## src/design/rbsi_pkg.sv

```systemverilog
// Shared definitions for the ray/box slab intersection block.
// Register map codes and the stage-advance bundle used by the plane units.
// No dependencies.
`default_nettype none

package rbsi_pkg;

    localparam int NUM_REGS = 6;

    localparam logic [2:0] REG_BOX_MIN_X = 3'd0;
    localparam logic [2:0] REG_BOX_MIN_Y = 3'd1;
    localparam logic [2:0] REG_BOX_MIN_Z = 3'd2;
    localparam logic [2:0] REG_BOX_MAX_X = 3'd3;
    localparam logic [2:0] REG_BOX_MAX_Y = 3'd4;
    localparam logic [2:0] REG_BOX_MAX_Z = 3'd5;

    // per-stage load enables for the plane distance pipeline
    typedef struct packed {
        logic load_diff;
        logic load_pp;
        logic load_prod;
        logic load_dist;
    } rbsi_adv_t;

endpackage

`default_nettype wire

```

## src/design/rbsi_plane_dist.sv

```systemverilog
// One plane distance unit: (plane - origin) * inv_dir >> FRAC_BITS, floor, saturated.
// Four register stages; uses rbsi_pkg::rbsi_adv_t for stage loads.
`default_nettype none

module rbsi_plane_dist #(
    parameter int COORD_WIDTH = 32,
    parameter int FRAC_BITS   = 16
) (
    input  wire logic                          clk,
    input  wire rbsi_pkg::rbsi_adv_t           adv,
    input  wire logic signed [COORD_WIDTH-1:0] plane,
    input  wire logic signed [COORD_WIDTH-1:0] origin,
    input  wire logic signed [COORD_WIDTH-1:0] inv_dir,
    output logic signed [COORD_WIDTH-1:0]      distance
);

    localparam int W  = COORD_WIDTH;
    localparam int H  = W / 2;
    localparam int L  = W - H;
    localparam int PW = 2 * W;
    localparam int QW = PW + 1 - FRAC_BITS;
    localparam int CW = PW + 2;

    // stage 1: sign/magnitude of difference and inverse direction
    logic signed [W:0] diff;
    logic [W:0]        diff_neg;
    logic [W-1:0]      dm_next, im_next;
    logic              neg_next;
    logic [W-1:0]      dm_reg, im_reg;
    logic              neg1_reg;

    assign diff     = {plane[W-1], plane} - {origin[W-1], origin};
    assign diff_neg = -diff;
    assign dm_next  = diff[W] ? diff_neg[W-1:0] : diff[W-1:0];
    assign im_next  = inv_dir[W-1] ? (~inv_dir + W'(1)) : inv_dir;
    assign neg_next = diff[W] ^ inv_dir[W-1];

    always_ff @(posedge clk)
    begin
        if (adv.load_diff)
        begin
            dm_reg   <= dm_next;
            im_reg   <= im_next;
            neg1_reg <= neg_next;
        end
    end

    // stage 2: two partial products on halves of the inverse magnitude
    logic [W+H-1:0] pl_next, pl_reg;
    logic [W+L-1:0] ph_next, ph_reg;
    logic           neg2_reg;

    assign pl_next = {{H{1'b0}}, dm_reg} * {{W{1'b0}}, im_reg[H-1:0]};
    assign ph_next = {{L{1'b0}}, dm_reg} * {{W{1'b0}}, im_reg[W-1:H]};

    always_ff @(posedge clk)
    begin
        if (adv.load_pp)
        begin
            pl_reg   <= pl_next;
            ph_reg   <= ph_next;
            neg2_reg <= neg1_reg;
        end
    end

    // stage 3: full product
    logic [PW-1:0] prod_next, prod_reg;
    logic          neg3_reg;

    assign prod_next = {{L{1'b0}}, pl_reg} + ({{H{1'b0}}, ph_reg} << H);

    always_ff @(posedge clk)
    begin
        if (adv.load_prod)
        begin
            prod_reg <= prod_next;
            neg3_reg <= neg2_reg;
        end
    end

    // stage 4: scale back, round toward minus infinity, saturate
    logic [PW:0]   prodx;
    logic [QW-1:0] quot;
    logic          rem_nz;
    logic [CW-1:0] qr, lim_neg, lim_pos;
    logic          big;
    logic [W-1:0]  mag;
    logic signed [W-1:0] dist_next, dist_reg;

    assign prodx   = {1'b0, prod_reg};
    assign quot    = prodx[PW:FRAC_BITS];
    assign rem_nz  = |prod_reg[FRAC_BITS-1:0];
    assign qr      = {{(CW-QW){1'b0}}, quot} + CW'(neg3_reg && rem_nz);
    assign lim_neg = CW'(1) << (W - 1);
    assign lim_pos = lim_neg - CW'(1);
    assign big     = neg3_reg ? (qr > lim_neg) : (qr > lim_pos);
    assign mag     = qr[W-1:0];

    always_comb
    begin
        if (big)
            dist_next = neg3_reg ? {1'b1, {(W-1){1'b0}}} : {1'b0, {(W-1){1'b1}}};
        else
            dist_next = neg3_reg ? -mag : mag;
    end

    always_ff @(posedge clk)
    begin
        if (adv.load_dist)
            dist_reg <= dist_next;
    end

    assign distance = dist_reg;

endmodule

`default_nettype wire

```

## config.mk

```make
export PLATFORM = sky130hd
export DESIGN_NAME = rbsi_plane_dist
export DESIGN_NICKNAME = d
export VERILOG_FILES = /design/src/design/rbsi_pkg.sv /design/src/design/rbsi_plane_dist.sv
export SDC_FILE = /design/constraint.sdc
export NUM_CORES = 2
export LEC_CHECK = 0
export BUFFER_PORTS_ARGS = -buffer_cell sky130_fd_sc_hd__buf_4
export CORE_UTILIZATION = 31
export CTS_CLUSTER_DIAMETER = 80
export DETAILED_ROUTE_END_ITERATION = 16
export GPL_TIMING_DRIVEN = 1
export PLACE_DENSITY_LB_ADDON = 0.05
export SLEW_MARGIN = 25
export SYNTH_ARGS = -nofsm -noshare
export SYNTH_HDL_FRONTEND = slang
export SYNTH_SLANG_ARGS = --single-unit
```

## constraint.sdc

```tcl
create_clock -name clk -period 6.2 [get_ports clk]
set_input_delay 0.62 -clock clk [delete_from_list [all_inputs] [get_ports clk]]
set_output_delay 0.62 -clock clk [all_outputs]
set_load 0.005 [all_outputs]
```

==> impl_metrics.csv <==
group,metric,value,unit
logic_synthesis,synth_area,47300,sq um
status,violations,"setup timing",
sta,worst_pin_slew,0.929,ns
floorplanning,die_area,154000,sq um
finish,fin_util,38.7,%
clock_tree,cts_made_buffers,41,
detailed_routing,ant_nets,0,
sta,hold_viol_final,0,
setup_path,start_kind,"flop",
setup_path,cp.arrival,7.05,ns
finish,largest_reg_flops,64,
setup_path,endpoint_kind,"flop",
setup_path,worstPathRequired,6.55,ns
global_routing,grt_pass1_vias,38600,
setup_path,reg2reg_depth,26,
detailed_routing,drt_iter0_drc,1340,
floorplanning,die_w,393,um
floorplanning,core,151000,sq um
detailed_routing,drtPass1Iterations,5,
sta,rsz0062_at_grt,"true",
placement,pre_cts_ws,-0.908,ns
clock_tree,cts_max_level,2,
sta,relSlewSlack,38.1,%
global_routing,grt.total_usage,18.8,%
sta,finalCritPeriodShare,108,%
logic_synthesis,synthCells,5103,
detailed_routing,num_vias,35300,
clock_tree,clk_pin_slew_worst_paths,0.06,ns
finish,drive_above_1_share,20.0,%
placement,post-dp-hpwl,118,mm
worst_hold_path,hold_class,"in -> reg",
logic_synthesis,ys.warnings.count,0,
setup_path,r2r-start,"im_reg[20]",
setup_path,startpoint,"im_reg[20]",
floorplanning,die_y,393,um
logic_synthesis,synth-edff-count,259,
global_routing,grt_max_degree,68,
logic_synthesis,ys_ff_latch,259,
job,drv_cap,0,
detailed_routing,avgViaCountPerCell,4.62,
sta,setup_viol,40,
global_routing,antenna_found_initial,16,
sta,setup_slack,-0.493,ns
finish,stdcell_area,58400,sq um
finish,fin_nets,6850,
global_routing,grt_pass1_wl,223,mm
placement,gp_congestion,0.822,
setup_path,worstPathMaxFanout,5,
floorplanning,ios,133,
clock_tree,insertion_delay,0.63,ns
finish,fill_cells,15400,
clock_tree,clk_path_buf_depth,3,
logic_synthesis,synth.avg_cell_area,9.27,sq um
setup_path,critPathKind,"reg -> reg",
setup_path,reg2reg_to,"ph_reg[47]",
logic_synthesis,yosysSeqAreaShare,16.4,%
placement,port_buffers,132,
sta,fmax,149,MHz
logic_synthesis,async_flop_share,0,%
clock_tree,clockRootBuffer,"clkbuf_16",
floorplanning,initial_core_util,31.4,%
logic_synthesis,yosys_most_used_dff,"edfxtp_1",
status,status,"finished with violations",
floorplanning,rows,142,
setup_path,crit_end,"ph_reg[47]",
finish,area_growth,23.4,%
logic_synthesis,ys_types,84,
clock_tree,clkSinkCount,259,
sta,drv_slew,0,
clock_tree,cts_hold_buf,0,
sta,fin_crit,6.69,ns
detailed_routing,wl,142,mm
detailed_routing,drc,0,
sta,fin_skew,0.0557,ns
setup_path,reg2reg_setup_slack,-0.49,ns
global_routing,grt-ovfl-total,0,
sta,fin_setup_tns,-11.40,ns
clock_tree,cts_tree,"done",
logic_synthesis,synth.net_count,6352,
placement,post_dp_cell_area,54500,sq um
detailed_routing,wl_per_cell,18.5,um
[metal layers]
metal	track usage [%]	part of all wire, %	wire length (um)	vias up
li1	-	-	-	17000
met1	25.6	47	67000	17700
met2	31.6	47	66600	499
met3	2.77	3.9	5450	119
met4	3.57	1.7	2410	2
met5	0	0.0092	13	-
[how the worst min path moves through the flow]
stage                from            to  slack (ns)  cells after the start
2_1_floorplan    neg1_reg      neg2_reg        0.40                      0
3_3_place_gp    pl_reg[7]   prod_reg[7]        0.40                      0
3_5_place_dp   pl_reg[10]  prod_reg[10]        0.40                      0
4_1_cts        inv_dir[0]     im_reg[0]        0.12                      1
5_1_grt        inv_dir[0]     im_reg[0]        0.14                      1
6_report       inv_dir[0]     im_reg[0]        0.18                      1
[critical path, stage by stage, from the launching register on]
cell	delay (ns)
edfxtp_1	0.43
buf_6	0.16
clkbuf_16	0.15
and2_4	0.15
fa_1	0.47
inv_1	0.05
fa_1	0.48
fa_1	0.51
inv_1	0.05
fa_1	0.48
fa_1	0.54
inv_1	0.05
fa_1	0.51
inv_2	0.05
ha_4	0.28
and3_4	0.18
and3_4	0.19
nor3b_4	0.29
o2111ai_1	0.15
buf_4	0.18
a21oi_4	0.15
a211oi_4	0.08
o21ai_4	0.19
a21oi_4	0.09
o21ba_4	0.22
o41ai_4	0.23
xnor2_1	0.10
[cell usage after synthesis, drive strengths merged, types with 44 or more instances]
cell type	instances	area [sq um]
inv	956	3590
fa	838	16800
nand2	728	2730
and2	449	2810
ha	310	3880
edfxtp	259	7780
clkbuf	227	852
xnor2	186	1630
a21oi	173	866
o21ai	146	768
nor2	104	390
xor2	77	674
a21o	75	563
nand3	71	360
nor3	46	230
and3	44	275
[metrics by stage]
step | cells | hold WS (ns)
2_1_floorplan | 5103 | 0.400
3_3_place_gp | 7507 | 0.403
3_5_place_dp | 7507 | 0.405
4_1_cts | 7624 | 0.119
5_1_grt | 7650 | 0.144
6_report | 7650 | 0.182
[cells in the final DEF (no fill, tap or decap), drive strengths merged, types with 29 or more instances in the layout]
| master | n |
|---|---|
| o21ai | 146 |
| nand2 | 728 |
| nand3 | 71 |
| edfxtp | 259 |
| nor3 | 46 |
| inv | 961 |
| and2 | 449 |
| xor2 | 77 |
| nor2 | 104 |
| fa | 838 |
| a21o | 75 |
| and3 | 44 |
| or3 | 29 |
| nand4 | 29 |
| clkbuf | 46 |
| a21oi | 173 |
| buf | 692 |
| ha | 310 |
| xnor2 | 186 |
[logic make-up after synthesis]
kind of cell    count (synthesis)  share of synthesized area, %
mux                            12                         0.267
buf+inv                      1195                          9.57
simple gates                 1627                          17.0
fa+ha+maj                    1148                          43.7
xor+xnor                      263                          4.87
compound gates                599                          8.12
flops                         259                          16.4
[final cells by class]
cell class | instances | area, sq um | area share [%]
timing repair buffer | 694 | 6380 | 10.9
inverter | 956 | 3590 | 6.15
tap | 2016 | 2520 | 4.32
antenna | 1 | 2.50 | 0.00429
sequential | 259 | 7780 | 13.3
clock inverter | 31 | 367 | 0.628
multi-input combinational | 3649 | 36700 | 62.8
clock buffer | 44 | 1040 | 1.78
[timing repair]
action	4_1_cts	5_1_grt
pin swaps	98	164
buffers inserted	49	33
gates resized for setup	256	211
gates cloned	4	2
endpoints found under the setup margin	52	60
Power is not shown: default switching activity piles up to over one toggle a cycle in this logic, so the estimate is an artifact.
